## src/rtl/circular_queue_with_prepend_core_macros.svh

```systemverilog
// Assertion macros for the circular queue with prepend.
`ifndef CIRCULAR_QUEUE_WITH_PREPEND_CORE_MACROS_SVH
`define CIRCULAR_QUEUE_WITH_PREPEND_CORE_MACROS_SVH

`ifndef NO_ASSERTIONS

// The consequent must hold in the same cycle as the antecedent.
`define CQP_ASSERT_SAME(label, clk, rst_n, ante, cons, msg) \
    label: assert property (@(posedge clk) disable iff (!(rst_n)) (ante) |-> (cons)) \
        else $error(msg);

// The consequent must hold in the cycle after the antecedent.
`define CQP_ASSERT_NEXT(label, clk, rst_n, ante, cons, msg) \
    label: assert property (@(posedge clk) disable iff (!(rst_n)) (ante) |=> (cons)) \
        else $error(msg);

`else

`define CQP_ASSERT_SAME(label, clk, rst_n, ante, cons, msg)
`define CQP_ASSERT_NEXT(label, clk, rst_n, ante, cons, msg)

`endif

`endif

```

## src/rtl/cqp_pkg.sv

```systemverilog
package cqp_pkg;

    // Ring storage geometry.
    localparam int SLOTS     = 16;
    localparam int ITEM_BITS = 32;
    localparam int PTR_W     = $clog2(SLOTS);

    // Capacity and count fields are four bits wide.
    localparam int CAP_W = 4;
    localparam int CNT_W = ((PTR_W > CAP_W) ? PTR_W : CAP_W) + 1;

    localparam logic [CAP_W-1:0] CAP_RESET = 4'd15;

    // Operation codes carried by a transaction.
    typedef enum logic [1:0] {
        CMD_APPEND  = 2'd0,
        CMD_POP     = 2'd1,
        CMD_PREPEND = 2'd2,
        CMD_STATUS  = 2'd3
    } t_cmd;

    // Control sequence of one transaction.
    typedef enum logic [2:0] {
        S_IDLE = 3'b001,
        S_READ = 3'b010,
        S_OUT  = 3'b100
    } t_state;

endpackage

```

## src/rtl/circular_queue_with_prepend_core.sv

```systemverilog
// Ring queue of up to 15 items kept in a synchronous slot memory of SLOTS entries, with
// head and tail pointers in registers. Each input transaction appends, pops, prepends or
// reads status, and produces exactly one output transaction. One item is in flight at a
// time: a transaction goes from acceptance through the registered read of the slot memory
// to a result presented on the output, and the next input is accepted in the cycle after
// the result is taken, so no new item is taken while a result is pending. Writing the
// capacity register empties the queue; a capacity of zero disables it.
`include "circular_queue_with_prepend_core_macros.svh"

module circular_queue_with_prepend_core (
    input  logic                          i_clk,
    input  logic                          i_rst_n,
    // Configuration.
    input  logic                          i_cfg_we,
    input  logic [cqp_pkg::CAP_W-1:0]     i_cfg_wdata,
    // Input channel.
    input  logic                          i_in_valid,
    output logic                          o_in_ready,
    input  logic [1:0]                    i_command,
    input  logic [cqp_pkg::ITEM_BITS-1:0] i_item_data,
    // Output channel.
    output logic                          o_out_valid,
    input  logic                          i_out_ready,
    output logic                          o_ok,
    output logic [cqp_pkg::ITEM_BITS-1:0] o_popped_data,
    output logic [cqp_pkg::CAP_W-1:0]     o_item_count,
    output logic [cqp_pkg::CAP_W-1:0]     o_free_count,
    output logic                          o_is_full,
    output logic                          o_is_empty
);
    import cqp_pkg::*;

    // Registers.
    t_state                r_state;
    t_state                n_state;
    logic [CAP_W-1:0]      r_cap;
    logic [PTR_W-1:0]      r_head;
    logic [PTR_W-1:0]      r_tail;
    logic                  r_pop_ok;
    logic                  r_ok;
    logic [ITEM_BITS-1:0]  r_popped;
    logic [CAP_W-1:0]      r_item_count;
    logic [CAP_W-1:0]      r_free_count;
    logic                  r_full;
    logic                  r_empty;
    logic [ITEM_BITS-1:0]  r_mem [SLOTS];
    logic [ITEM_BITS-1:0]  r_rd_data;

    // Combinational next values.
    logic [PTR_W-1:0]      n_head;
    logic [PTR_W-1:0]      n_tail;
    logic [CAP_W-1:0]      c_cap_eff;
    logic [PTR_W-1:0]      c_top;
    logic [CNT_W-1:0]      c_ring;
    logic [CNT_W-1:0]      c_count_cur;
    logic [CNT_W-1:0]      c_count_new;
    logic                  c_enabled;
    logic                  c_not_full;
    logic                  c_accept;
    logic                  c_ok;
    logic                  c_we;
    logic [PTR_W-1:0]      c_waddr;
    logic [PTR_W-1:0]      c_head_inc;
    logic [PTR_W-1:0]      c_head_dec;
    logic [PTR_W-1:0]      c_tail_inc;

    // Items held between head and tail in a ring of the given size.
    function automatic logic [CNT_W-1:0] ring_count(input logic [PTR_W-1:0] head,
                                                    input logic [PTR_W-1:0] tail,
                                                    input logic [CNT_W-1:0] ring);
        logic [CNT_W-1:0] h;
        logic [CNT_W-1:0] t;
        h = CNT_W'(head);
        t = CNT_W'(tail);
        if (t >= h) begin
            ring_count = t - h;
        end else begin
            ring_count = t + ring - h;
        end
    endfunction

    assign c_accept = i_in_valid && o_in_ready;

    // Capacity is limited to the number of slots less one.
    always_comb begin
        if (int'(r_cap) > SLOTS - 1) begin
            c_cap_eff = CAP_W'(SLOTS - 1);
        end else begin
            c_cap_eff = r_cap;
        end
    end

    assign c_top       = PTR_W'(c_cap_eff);
    assign c_ring      = CNT_W'(c_cap_eff) + CNT_W'(1);
    assign c_enabled   = (c_cap_eff != '0);
    assign c_count_cur = ring_count(r_head, r_tail, c_ring);
    assign c_not_full  = (c_count_cur < CNT_W'(c_cap_eff));

    // Pointer steps with wrap at the top slot of the ring.
    assign c_head_inc = (r_head == c_top) ? '0 : r_head + PTR_W'(1);
    assign c_tail_inc = (r_tail == c_top) ? '0 : r_tail + PTR_W'(1);
    assign c_head_dec = (r_head == '0) ? c_top : r_head - PTR_W'(1);

    // Operation decode.
    always_comb begin
        n_head  = r_head;
        n_tail  = r_tail;
        c_ok    = 1'b0;
        c_we    = 1'b0;
        c_waddr = r_tail;
        unique case (t_cmd'(i_command))
            CMD_APPEND: begin
                if (c_enabled && c_not_full) begin
                    c_ok   = 1'b1;
                    c_we   = c_accept;
                    n_tail = c_tail_inc;
                end
            end
            CMD_POP: begin
                if (c_count_cur != '0) begin
                    c_ok   = 1'b1;
                    n_head = c_head_inc;
                end
            end
            CMD_PREPEND: begin
                if (c_enabled && c_not_full) begin
                    c_ok    = 1'b1;
                    c_we    = c_accept;
                    c_waddr = c_head_dec;
                    n_head  = c_head_dec;
                end
            end
            CMD_STATUS: begin
                c_ok = c_enabled;
            end
            default: begin
                c_ok = 1'b0;
            end
        endcase
    end

    assign c_count_new = ring_count(n_head, n_tail, c_ring);

    // Transaction sequencing.
    always_comb begin
        n_state = r_state;
        unique case (r_state)
            S_IDLE: begin
                if (c_accept) begin
                    n_state = S_READ;
                end
            end
            S_READ: begin
                n_state = S_OUT;
            end
            S_OUT: begin
                if (i_out_ready) begin
                    n_state = S_IDLE;
                end
            end
            default: begin
                n_state = S_IDLE;
            end
        endcase
    end

    // Control registers: state, capacity and pointers.
    always_ff @(posedge i_clk) begin
        if (!i_rst_n) begin
            r_state <= S_IDLE;
            r_cap   <= CAP_RESET;
            r_head  <= '0;
            r_tail  <= '0;
        end else begin
            r_state <= n_state;
            if (i_cfg_we) begin
                r_cap  <= i_cfg_wdata;
                r_head <= '0;
                r_tail <= '0;
            end else if (c_accept) begin
                r_head <= n_head;
                r_tail <= n_tail;
            end
        end
    end

    // Result registers: status at acceptance, popped item once the read returns.
    always_ff @(posedge i_clk) begin
        if (c_accept) begin
            r_ok         <= c_ok;
            r_pop_ok     <= c_ok && (t_cmd'(i_command) == CMD_POP);
            r_item_count <= CAP_W'(c_count_new);
            r_free_count <= c_cap_eff - CAP_W'(c_count_new);
            r_full       <= (c_count_new == CNT_W'(c_cap_eff));
            r_empty      <= (c_count_new == '0);
        end
        if (r_state == S_READ) begin
            r_popped <= r_pop_ok ? r_rd_data : '0;
        end
    end

    // Slot memory: one write port, one registered read at the head.
    always_ff @(posedge i_clk) begin
        if (c_we) begin
            r_mem[c_waddr] <= i_item_data;
        end
        r_rd_data <= r_mem[r_head];
    end

    assign o_in_ready    = (r_state == S_IDLE);
    assign o_out_valid   = (r_state == S_OUT);
    assign o_ok          = r_ok;
    assign o_popped_data = r_popped;
    assign o_item_count  = r_item_count;
    assign o_free_count  = r_free_count;
    assign o_is_full     = r_full;
    assign o_is_empty    = r_empty;

    // Checks.
    `CQP_ASSERT_SAME(a_one_in_flight, i_clk, i_rst_n, o_out_valid, !o_in_ready,
        "input accepted while a result is pending")
    `CQP_ASSERT_SAME(a_count_bound, i_clk, i_rst_n, 1'b1,
        c_count_cur <= CNT_W'(c_cap_eff), "queue holds more items than its capacity")
    `CQP_ASSERT_SAME(a_fail_no_data, i_clk, i_rst_n, o_out_valid && !o_ok,
        o_popped_data == '0, "failed operation returned nonzero popped data")
    `CQP_ASSERT_SAME(a_empty_mark, i_clk, i_rst_n, o_out_valid,
        o_is_empty == (o_item_count == '0), "empty mark disagrees with item count")

endmodule

```

## config.mk

```make
export PLATFORM = sky130hd
export DESIGN_NAME = circular_queue_with_prepend_core
export DESIGN_NICKNAME = d
export VERILOG_FILES = /design/src/rtl/cqp_pkg.sv /design/src/rtl/circular_queue_with_prepend_core.sv
export VERILOG_INCLUDE_DIRS = /design/src /design/src/rtl
export SDC_FILE = /design/constraint.sdc
export NUM_CORES = 1
export LEC_CHECK = 0
export BUFFER_PORTS_ARGS = -buffer_cell sky130_fd_sc_hd__buf_4
export CELL_PAD_IN_SITES_DETAIL_PLACEMENT = 0
export CELL_PAD_IN_SITES_GLOBAL_PLACEMENT = 1
export CORE_ASPECT_RATIO = 1.25
export CORE_UTILIZATION = 50
export DETAILED_ROUTE_END_ITERATION = 6
export PLACE_DENSITY = 0.74
export SLEW_MARGIN = 20
export SYNTH_ARGS = -nofsm -noshare
export SYNTH_HDL_FRONTEND = slang
export SYNTH_SLANG_ARGS = --single-unit
```

## constraint.sdc

```tcl
create_clock -name i_clk -period 8.7 [get_ports i_clk]
set_clock_uncertainty 0.1 [all_clocks]
set_input_delay 0.87 -clock i_clk [delete_from_list [all_inputs] [get_ports i_clk]]
set_output_delay 0.87 -clock i_clk [all_outputs]
set_load 0.03 [all_outputs]
```

; Word-level counts from Yosys, hierarchy flattened
; Memory sizes are Yosys's and may differ from the RTL's. A register that Yosys moved wholly into a read port is not among the register bits.
; Cells that the tools add are included.
[classes]
addsub = 11
n_mul = 0
n_div = 0
n_lt_le_gt_ge = 3
n_eq_ne = 11
n_shift = 0
n_mux = 22
bitwise = 1
n_reduce_logical = 11
[op_table]
columns = op, n
row1 = $mux 4, 9
row2 = $add 4x5->5, 2
row3 = $mux 5, 2
row4 = $sub 4x4->5, 2
row5 = $sub 5x4->5, 2
row6 = $pmux 3 s3, 1
row7 = $add 4x1->4 const B, 2
row8 = $eq 4x4->1, 2
row9 = $ge 4x4->1, 2
row10 = $pmux 4 s2, 1
row11 = $mux 1, 6
row12 = $mux 3, 2
row13 = $add 4x1->5 const B, 1
row14 = $eq 5x4->1, 1
row15 = $logic_not 5->1, 1
row16 = $lt 5x4->1, 1
row17 = $reduce_bool 5->1, 1
row18 = $eq 2x2->1 const B, 2
row19 = $logic_not 4->1, 1
row20 = $ne 2x1->1 const B, 2
row21 = $reduce_bool 4->1, 1
row22 = $reduce_or 2->1, 2
row23 = $sub 4x1->4 const B, 1
row24 = $sub 4x4->4, 1
row25 = 9 further kinds, 11
[totals]
regBits = 59
latch_bits = 0
mem_bits_rw = 512
romBits = 0
out_inout_bits = 45
word_cells = 71
mem_count = 1
[mem_list]
columns = name, depth, word_bits, rd, rd_clocked_by_memory_dff, write_ports, line_no
row1 = r_mem, 16, 32, 1, 1, 1, circular_queue_with_prepend_core.sv:46  ; logic [ITEM_BITS-1:0] r_mem [SLOTS];

; Logic depth before layout (Yosys ltp)
; Gate-level depths: netlist (run 1).
[logic_depth]
word_depth = 12
ltp_mapped = 30

; Worst setup path before layout (run 1)
; Ideal clock, no wire load.
[synth_path]
path_kind = flip-flop to flip-flop
startpoint = register r_head[1]
endpoint = memory r_mem[3][0] (enable)
setup_ns = 0.461
arrival_time_ns = 6.509
required_time_ns = 8.139
path_slack_ns = 1.629
path_stages_with_launch = 18
path_buffers = 4
path_cell_list = dfxtp_1 clkbuf_1 buf_1 clkbuf_1 inv_1 ha_1 a2111oi_4 nor2_2 nor2_1 a21oi_1 ha_1 a211o_1 o41ai_2 o2bb2ai_4 nand3_4 buf_6 mux2_4 nor3_1
[synth_between]
elab_chain_cells = 8
word_cells_on_any_way = 15
[synth_rtl]
columns = element, line_no
row1 = "start, declared", circular_queue_with_prepend_core.sv:37  ; logic [PTR_W-1:0] r_head;
row2 = "start signal, assigned", circular_queue_with_prepend_core.sv:181  ; r_head <= n_head;
row3 = $sub 5x4->5 (tied with other cells), circular_queue_with_prepend_core.sv:78  ; ring_count = t + ring - h;
row4 = $mux 5, circular_queue_with_prepend_core.sv:75  ; if (t >= h) begin
row5 = $lt 5x4->1, circular_queue_with_prepend_core.sv:97  ; assign c_not_full = (c_count_cur < CNT_W'(c_cap_eff));
row6 = $logic_and 1x1->1, "circular_queue_with_prepend_core.sv:113, circular_queue_with_prepend_core.sv:126"
row7 = $mux 1, "circular_queue_with_prepend_core.sv:113, circular_queue_with_prepend_core.sv:126"
row8 = $mux 1, -
row9 = $mux 1, circular_queue_with_prepend_core.sv:204  ; if (c_we) begin
row10 = $mux 1 (not written as such), circular_queue_with_prepend_core.sv:205  ; r_mem[c_waddr] <= i_item_data;
row11 = "end, declared", circular_queue_with_prepend_core.sv:46
; Parallel ways exist; a longest one is shown, timed or not.

; Worst setup path after layout (run 1)
[layout_path]
startpoint = register r_cap[1] (netlist: c_cap_eff[1])
endpoint = register r_free_count[3] (netlist: o_free_count[3]), data pin
[layout_between]
elab_chain_cells = 12
word_cells_on_any_way = 24
[layout_rtl]
columns = element, line_no
row1 = "start, declared", circular_queue_with_prepend_core.sv:36  ; logic [CAP_W-1:0] r_cap;
row2 = "start signal, assigned", circular_queue_with_prepend_core.sv:177  ; r_cap <= i_cfg_wdata;
row3 = $add 4x1->5, circular_queue_with_prepend_core.sv:94  ; assign c_ring = CNT_W'(c_cap_eff) + CNT_W'(1);
row4 = $add 4x5->5, circular_queue_with_prepend_core.sv:78
row5 = $sub 5x4->5, circular_queue_with_prepend_core.sv:78
row6 = $mux 5, circular_queue_with_prepend_core.sv:75
row7 = $lt 5x4->1, circular_queue_with_prepend_core.sv:97
row8 = $logic_and 1x1->1, "circular_queue_with_prepend_core.sv:113, circular_queue_with_prepend_core.sv:126"
row9 = $mux 4, circular_queue_with_prepend_core.sv:113  ; if (c_enabled && c_not_full) begin
row10 = $mux 4, circular_queue_with_prepend_core.sv:111  ; unique case (t_cmd'(i_command))
row11 = $add 4x5->5, circular_queue_with_prepend_core.sv:78
row12 = $sub 5x4->5, circular_queue_with_prepend_core.sv:78
row13 = $mux 5 (*), circular_queue_with_prepend_core.sv:75
row14 = net c_count_new[0], circular_queue_with_prepend_core.sv:56  ; logic [CNT_W-1:0] c_count_new;
row15 = $sub 4x4->4 (*), circular_queue_with_prepend_core.sv:193  ; r_free_count <= c_cap_eff - CAP_W'(c_count_new);
row16 = "end signal, assigned", circular_queue_with_prepend_core.sv:193
row17 = "end, declared", circular_queue_with_prepend_core.sv:43  ; logic [CAP_W-1:0] r_free_count;
; The timed path passes the listed nets; every way through them passes the cells marked *.
; A chain may end at the register's enable or synchronous reset.

==> metrics, run 1 <==
initial core utilization=50.9%; Yosys reg bits=603; post-synthesis mux area share=15.6%; die height=247 um; cell at the root of the clock tree=sky130_fd_sc_hd__clkbuf_16; I/O Buffers=87; diode count=0; I/O pin count=88; main combinational cell family by area after synthesis=multiplexers; worst stage delay on the critical path=0.54 ns; number of synthesized flops with an enable pin=556; YS warnings=0; drt drc=0; # hold bufs at CTS=0; post-synthesis share of cell area spent on full adders, half adders and majority gates=2.59%; number of buffers on the longest clock path=3; total count of max-transition violations in the final report=0; critical path class=reg2reg; horizontal extent of the die=198 um; post-CTS setup buffers=0; share of the clock period used by the worst path after layout=81.5%; Comb pwr share=6.0%; unrepaired setup endpoints after global routing=false; number of nets still failing antenna checks after routing=0; Leakage Power=8.94 nW; maximum number of pins on one net before global-route repair=72; worst-skew pair later-pin latency=0.61 ns; number of clock sinks seen by CTS=603; floorplan row count=89; Sw Share=21.3%; crit path time final=7.09 ns; final weighted congestion in routability-driven placement=0.851; Layout Utilization=58.0%; count of instances resized after the clock tree is built=0; largest voltage drop on the vdd net=166 uV; routed metal-1 wire length=20.4 mm; number of distinct library cell variants in the gate-level netlist after synthesis=67; Final Power=5.96 mW; PwrDens=217 nW/um^2; share of flip-flops with an asynchronous set or reset=0%; total CTS buffers=57; cell type of the slowest stage on the worst timing path=sky130_fd_sc_hd__dfxtp_1; leftover overflow at the end of global routing=0; Synth Cell Area=24100 sq um; P_sw=1.27 mW; area of the die=49100 sq um; data arrival time of the critical path=7.34 ns; Max Clk Rate=0.141 GHz; portion of total power attributed to sequential cells=54.1%; clock network fraction of design power=39.9%; final-layout setup total negative slack=0 ns; synthesized area divided by synthesized cell count=20.6 sq um; wire length of the first global-routing pass=77.2 mm; slew of the pin with the lowest slew margin=1.09 ns; Vias per Instance=5.87; total global-route track usage=22.0%; antenna violations before repair=1; number of global-route vias before repair=12175; Worst path top cell family by delay=compound AO/OA/AOI/OAI gates; Rel. slew slack=26.6%; post-detailed-route wirelength per cell=26.2 um; routed length on met3=2.46 mm; Setup crit end kind=flop; Starting DRT DRC Count=887; syn_nets=1256; count of buffering cells on the critical path with inverters included=4; standard cell core area=47300 sq um; simple logic cell fraction of the synthesized area=3.32%; number of hold violations in the final report=0; critical path peak fanout=8; TritonCTS clock tree=yes; Syn-to-layout area delta=14.0%; H-Tree Level Count=2; count of mapped cells out of synthesis=1170; result of the run=finished clean; Internal Dissipation=4.69 mW; register area share after synthesis=73.2%; total number of vias=11606; total detailed-routing wirelength=51.9 mm; Layout Nets=1380; proportion of layout cells with a drive suffix above 1=29.8%; Detailed Routing Iterations Pass 1=5; total met2 wirelength after detailed routing=27.8 mm; type of the worst min-delay path=in2reg; number of violations of the max-capacitance limit=0; post-synthesis share of cell area spent on xor and xnor gates=0.909%; predominant post-synthesis flop cell=sky130_fd_sc_hd__edfxtp_1; post-detail-place hpwl=28.3 mm; data required time at the worst endpoint=8.95 ns; uppermost layer routed=met4; share of the synthesized area in compound gates (AO/OA/AOI/OAI)=2.85%; Worst setup SP type=flop; CTS clk-pin slew, worst paths=0.06 ns; setup violation total in the final timing report=0
## kinds of logic after synthesis
group                    count (synthesis)
buffers and inverters                   93
AND/OR/NAND/NOR                        144
flip-flops                             603
adder cells (fa/ha/maj)                 44
AO/OA/AOI/OAI                           87
XOR/XNOR                                25
multiplexers                           174
## stage by stage
| step | setup slack, ns | instances | hold slack (ns) | area [sq um] |
|---|---|---|---|---|
| 6_report | 1.61 | 1978 | 0.383 | 27500 |
| 5_1_grt | 1.10 | 1978 | 0.376 | 27500 |
| 4_1_cts | 1.57 | 1978 | 0.353 | 27400 |
| 3_5_place_dp | 1.59 | 1872 | 0.401 | 25700 |
| 3_3_place_gp | 1.72 | 1872 | 0.392 | 25700 |
| 2_1_floorplan | 1.63 | 1170 | 0.381 | 24100 |
## power by group through the flow
stage / sequential (mW) / clock, mW / combinational [mW]
after detailed placement: 3.28 / 0 / 0.363
after global placement: 3.28 / 0 / 0.358
after global routing: 3.22 / 2.53 / 0.397
after floorplan: 3.30 / 0 / 0.212
after CTS: 3.22 / 2.43 / 0.364
final: 3.22 / 2.38 / 0.360
## metal layers
metal | track usage (%) | vias to the layer above
met3 | 3.18 | 94
met2 | 39.3 | 314
met4 | 6.22 | 0
li1 | - | 5032
met1 | 28.0 | 6166
met5 | 0 | -
## cells in the final DEF (no fill, tap or decap), types with 3 or more instances in the layout
cell type,instances
sky130_fd_sc_hd__o41ai_2,3
sky130_fd_sc_hd__a22o_1,5
sky130_fd_sc_hd__a2111oi_0,3
sky130_fd_sc_hd__nor3b_1,3
sky130_fd_sc_hd__nand4_1,3
sky130_fd_sc_hd__xnor2_1,16
sky130_fd_sc_hd__xor2_1,9
sky130_fd_sc_hd__or3_1,3
sky130_fd_sc_hd__o32ai_1,5
sky130_fd_sc_hd__nor3_2,16
sky130_fd_sc_hd__o211ai_1,4
sky130_fd_sc_hd__edfxtp_1,556
sky130_fd_sc_hd__ha_1,33
sky130_fd_sc_hd__buf_4,117
sky130_fd_sc_hd__fa_1,10
sky130_fd_sc_hd__clkinv_4,3
sky130_fd_sc_hd__inv_1,38
sky130_fd_sc_hd__clkbuf_8,3
sky130_fd_sc_hd__clkbuf_1,21
sky130_fd_sc_hd__a21o_1,8
sky130_fd_sc_hd__nand2b_1,8
sky130_fd_sc_hd__o21ai_0,8
sky130_fd_sc_hd__clkinv_2,11
sky130_fd_sc_hd__o21a_1,4
sky130_fd_sc_hd__nand2_1,22
sky130_fd_sc_hd__mux4_2,160
sky130_fd_sc_hd__inv_6,4
sky130_fd_sc_hd__nand3_1,6
sky130_fd_sc_hd__and2_1,35
sky130_fd_sc_hd__a211o_1,3
sky130_fd_sc_hd__a22oi_1,4
sky130_fd_sc_hd__a21oi_1,20
sky130_fd_sc_hd__nor2_1,25
sky130_fd_sc_hd__dfxtp_1,44
sky130_fd_sc_hd__nor2b_1,4
sky130_fd_sc_hd__clkbuf_16,59
sky130_fd_sc_hd__mux2i_1,11
sky130_fd_sc_hd__nor3_1,4
## cell usage after synthesis (all sizes together), types with 8 or more instances
cell	number	area (sq um)
nand2b	8	50.1
a21oi	20	100
and2	35	219
edfxtp	556	16700
o21ai	8	40.0
dfxtp	47	941
xor2	9	78.8
ha	33	413
buf	22	103
nor2	27	106
nand3	8	57.6
nand2	22	82.6
clkbuf	31	116
inv	40	150
mux4	160	3600
nor3	20	100
fa	10	200
mux2i	11	110
xnor2	16	140
a21o	8	60.1
## final timing paths
| check | slack, ns | cells past startpoint | end | from |
|---|---|---|---|---|
| hold reg to reg | 0.41 | 1 | o_popped_data[29]$_SDFFCE_PN0P_ | r_rd_data[29]$_DFF_P_ |
| hold / removal | 0.38 | 3 | c_cap_eff[2]$_SDFFE_PN1P_ | i_cfg_wdata[2] |
| setup reg to reg | 1.61 | 26 | o_free_count[3]$_DFFE_PP_ | c_cap_eff[1]$_SDFFE_PN1P_ |
| setup / recovery | 1.61 | 26 | o_free_count[3]$_DFFE_PP_ | c_cap_eff[1]$_SDFFE_PN1P_ |
## state kept, by name (all words and copies together) (netlist names)
signal / flops
o_popped_data: 32
r_rd_data: 32
r_pop_ok: 1
r_tail: 4
o_free_count: 4
o_is_full: 1
r_state: 3
c_cap_eff: 4
o_is_empty: 1
r_head: 4
o_item_count: 4
r_mem: 512
o_ok: 1
## worst min-delay path, stage by stage
cell and delay, ns:
sky130_fd_sc_hd__buf_4 0.08, sky130_fd_sc_hd__nand2_1 0.04, sky130_fd_sc_hd__o211ai_1 0.06
## cell type report
class | count | area [sq um]
Inverter | 40 | 150
Sequential cell | 603 | 17600
Timing Repair Buffer | 118 | 898
Clock buffer | 83 | 1600
Multi-Input combinational cell | 474 | 6170
Tap cell | 637 | 797
Fill cell | 3434 | 19900
Clock inverter | 23 | 191
No activity file was read; power rests on OpenSTA's default activity.
==> run 2, diff against run 1 <==
--- a/config.mk
+++ b/config.mk
@@ -10,9 +10,9 @@
 export CELL_PAD_IN_SITES_DETAIL_PLACEMENT = 0
 export CELL_PAD_IN_SITES_GLOBAL_PLACEMENT = 1
 export CORE_ASPECT_RATIO = 1.25
-export CORE_UTILIZATION = 50
+export CORE_UTILIZATION = 49
 export DETAILED_ROUTE_END_ITERATION = 6
-export PLACE_DENSITY = 0.74
+export PLACE_DENSITY = 0.75
 export SLEW_MARGIN = 20
 export SYNTH_ARGS = -nofsm -noshare
 export SYNTH_HDL_FRONTEND = slang
==> constraint.sdc (replaced) <==
create_clock -name i_clk -period 6.3 [get_ports i_clk]
set_clock_uncertainty 0.1 [all_clocks]
set_input_delay 0.63 -clock i_clk [delete_from_list [all_inputs] [get_ports i_clk]]
set_output_delay 0.63 -clock i_clk [all_outputs]
set_load 0.03 [all_outputs]
==> metrics, run 2 (synthesized netlist as in run 1, its figures left out) <==
fill cell total of the finished layout=3539 (+3.1%); Largest register FFs=512 (unchanged); setup violation total in the final timing report=0 (unchanged); Layout Nets=1416 (+2.6%); Setup crit end kind=flop; die height=250 um (+1.0%); floorplan row count=90 (+1.1%); most frequent standard cell in the layout excluding fill and tap cells=sky130_fd_sc_hd__edfxtp_1; final weighted congestion in routability-driven placement=0.865 (+1.7%); Comb pwr share=7.2% (+1.2 points); total CTS buffers=55 (-3.5%); maximum number of pins on one net before global-route repair=96 (+33%); total count of max-transition violations in the final report=0 (unchanged); antenna violations before repair=2 (+1); number of nets still failing antenna checks after routing=0 (unchanged); number of hold violations in the final report=0 (unchanged); Internal Dissipation=6.57 mW (+40%); crit path time final=6.13 ns (-0.960 ns); register-to-register setup slack=0.17 ns (-1.44 ns); number of global-route vias before repair=12061 (-0.94%); largest voltage drop on the vdd net=198 uV (+19%); total number of vias=11827 (+1.9%); Rel. slew slack=30.8% (+4.2 points); wire length of the first global-routing pass=76.6 mm (-0.75%); slew of the pin with the lowest slew margin=1.01 ns (-0.0859 ns); most numerous cell on the critical path=sky130_fd_sc_hd__inv_2; initial core utilization=49.7% (-1.2 points); Detailed Routing Iterations Pass 1=5 (unchanged); leftover overflow at the end of global routing=0 (unchanged); standard cell core area=48400 sq um (+2.3%); drt drc=0 (unchanged); number of clock sinks seen by CTS=603 (unchanged); I/O pin count=88 (unchanged); Sw Share=21.2% (-0.089 points); Syn-to-layout area delta=17.1%; leading cell types in the layout, fill and taps excluded=sky130_fd_sc_hd__edfxtp_1, sky130_fd_sc_hd__mux4_2, sky130_fd_sc_hd__buf_4, sky130_fd_sc_hd__clkbuf_16, sky130_fd_sc_hd__dfxtp_1; Worst setup SP type=flop; post-detailed-route wirelength per cell=25.6 um (-2.6%); number of buffers on the longest clock path=3 (unchanged); PwrDens=296 nW/um^2 (+36%); cell at the root of the clock tree=sky130_fd_sc_hd__clkbuf_16; portion of total power attributed to sequential cells=53.3% (-0.8 points); I/O Buffers=87 (unchanged); share of the clock period used by the worst path after layout=97.4% (+16 points); data arrival time of the critical path=6.38 ns (-0.96 ns); total detailed-routing wirelength=51.6 mm (-0.53%); number of violations of the max-capacitance limit=0 (unchanged); total global-route track usage=20.9% (-1.1 points); H-Tree Level Count=2 (unchanged); proportion of layout cells with a drive suffix above 1=34.4% (+4.6 points); clock network fraction of design power=39.5% (-0.4 points); result of the run=finished clean; # hold bufs at CTS=0 (unchanged); TritonCTS clock tree=yes; CTS clk-pin slew, worst paths=0.07 ns (about the same); Leakage Power=9.24 nW (+3.4%); horizontal extent of the die=200 um (+1.0%); worst stage delay on the critical path=0.50 ns (-0.04 ns); placed insts=1908 (+1.9%); worst-skew pair later-pin latency=0.61 ns (about the same); Biggest register=r_mem; P_sw=1.77 mW (+39%); Final Instance Count excl. Fillers=2020 (+2.1%); cell type of the slowest stage on the worst timing path=sky130_fd_sc_hd__fa_1; data required time at the worst endpoint=6.55 ns (-2.40 ns); worst hold slack=0.149 ns (-0.234 ns); Max Clk Rate=0.163 GHz (+16%); critical path peak fanout=5 (-3); area of the die=50100 sq um (+2.0%); critical path class=reg2reg; unrepaired setup endpoints after global routing=true; type of the worst min-delay path=in2reg; diode count=0 (unchanged); Starting DRT DRC Count=801 (-9.7%); post-detail-place hpwl=28.2 mm (-0.14%); Vias per Instance=5.85 (-0.21%)
run 2: cell count changes in the layout (fill, tap and decap cells not counted), sizes merged:
cell / change
clkinv: -2
bufinv: +2
inv: -1
buf: +38
clkbuf: -2
run 2: path summary, 6_finish.rpt:
path,startpoint,to,cells after the start
worst max-delay path,c_cap_eff[1]$_SDFFE_PN1P_,o_free_count[2]$_DFFE_PP_,27
worst min-delay path,i_cfg_wdata[3],c_cap_eff[3]$_SDFFE_PN1P_,3
worst max register to register,c_cap_eff[1]$_SDFFE_PN1P_,o_free_count[2]$_DFFE_PP_,27
worst min register to register,r_rd_data[12]$_DFF_P_,o_popped_data[12]$_SDFFCE_PN0P_,1
run 2: through the flow:
stage / setup slack (ns) / area [sq um] / util [%] / total power, mW / setup TNS, ns
after global routing: -0.114 / 28200 / 58.2 / 8.62 / -0.280
after CTS: 0.00401 / 27900 / 57.6 / 8.36 / 0
after detailed placement: -0.183 / 26100 / 53.8 / 5.06 / -0.455
final: 0.167 / 28200 / 58.2 / 8.35 / 0
after floorplan: -0.441 / 24200 / - / 4.86 / -53.88
after global placement: 0.0716 / 26100 / 53.8 / 5.05 / 0
run 2: worst max-delay path, delay by kind of cell, from the launching register on:
kind	cells	cell delay (ns)
AO/OA/AOI/OAI	8	1.86
buffers and inverters	7	0.74
adder cells (fa/ha/maj)	6	1.83
XOR/XNOR	3	0.47
flip-flops	1	0.35
multiplexers	1	0.28
AND/OR/NAND/NOR	2	0.23
run 2: timing repair:
action                                  in CTS  in global routing
gates resized for setup                     11                 41
pin swaps                                    3                 25
gates cloned                                 0                  0
setup buffers                                1                  9
endpoints found under the setup margin       5                  6
run 2: power groups by stage:
stage	sequential [mW]	combinational, mW	clock [mW]
3_3_place_gp	4.53	0.520	0
6_report	4.45	0.599	3.30
5_1_grt	4.45	0.653	3.52
4_1_cts	4.45	0.539	3.37
3_5_place_dp	4.53	0.529	0
2_1_floorplan	4.56	0.297	0
run 2: metal layers:
| metal | up-vias | track usage (%) | wire length (um) |
|---|---|---|---|
| met4 | 4 | 6.22 | 1280 |
| met5 | - | 0 | 30 |
| met3 | 83 | 3.33 | 2540 |
| met1 | 6296 | 27.1 | 20800 |
| met2 | 337 | 36.4 | 27000 |
| li1 | 5107 | - | - |
run 2: layout make-up:
cell class,count,area [sq um],area share (%)
Sequential cell,603,17600,62.6
Multi-Input combinational cell,474,6520,23.1
Clock buffer,81,1560,5.55
Timing Repair Buffer,156,1290,4.57
Tap cell,644,806,2.86
Clock inverter,22,223,0.790
Inverter,40,150,0.533
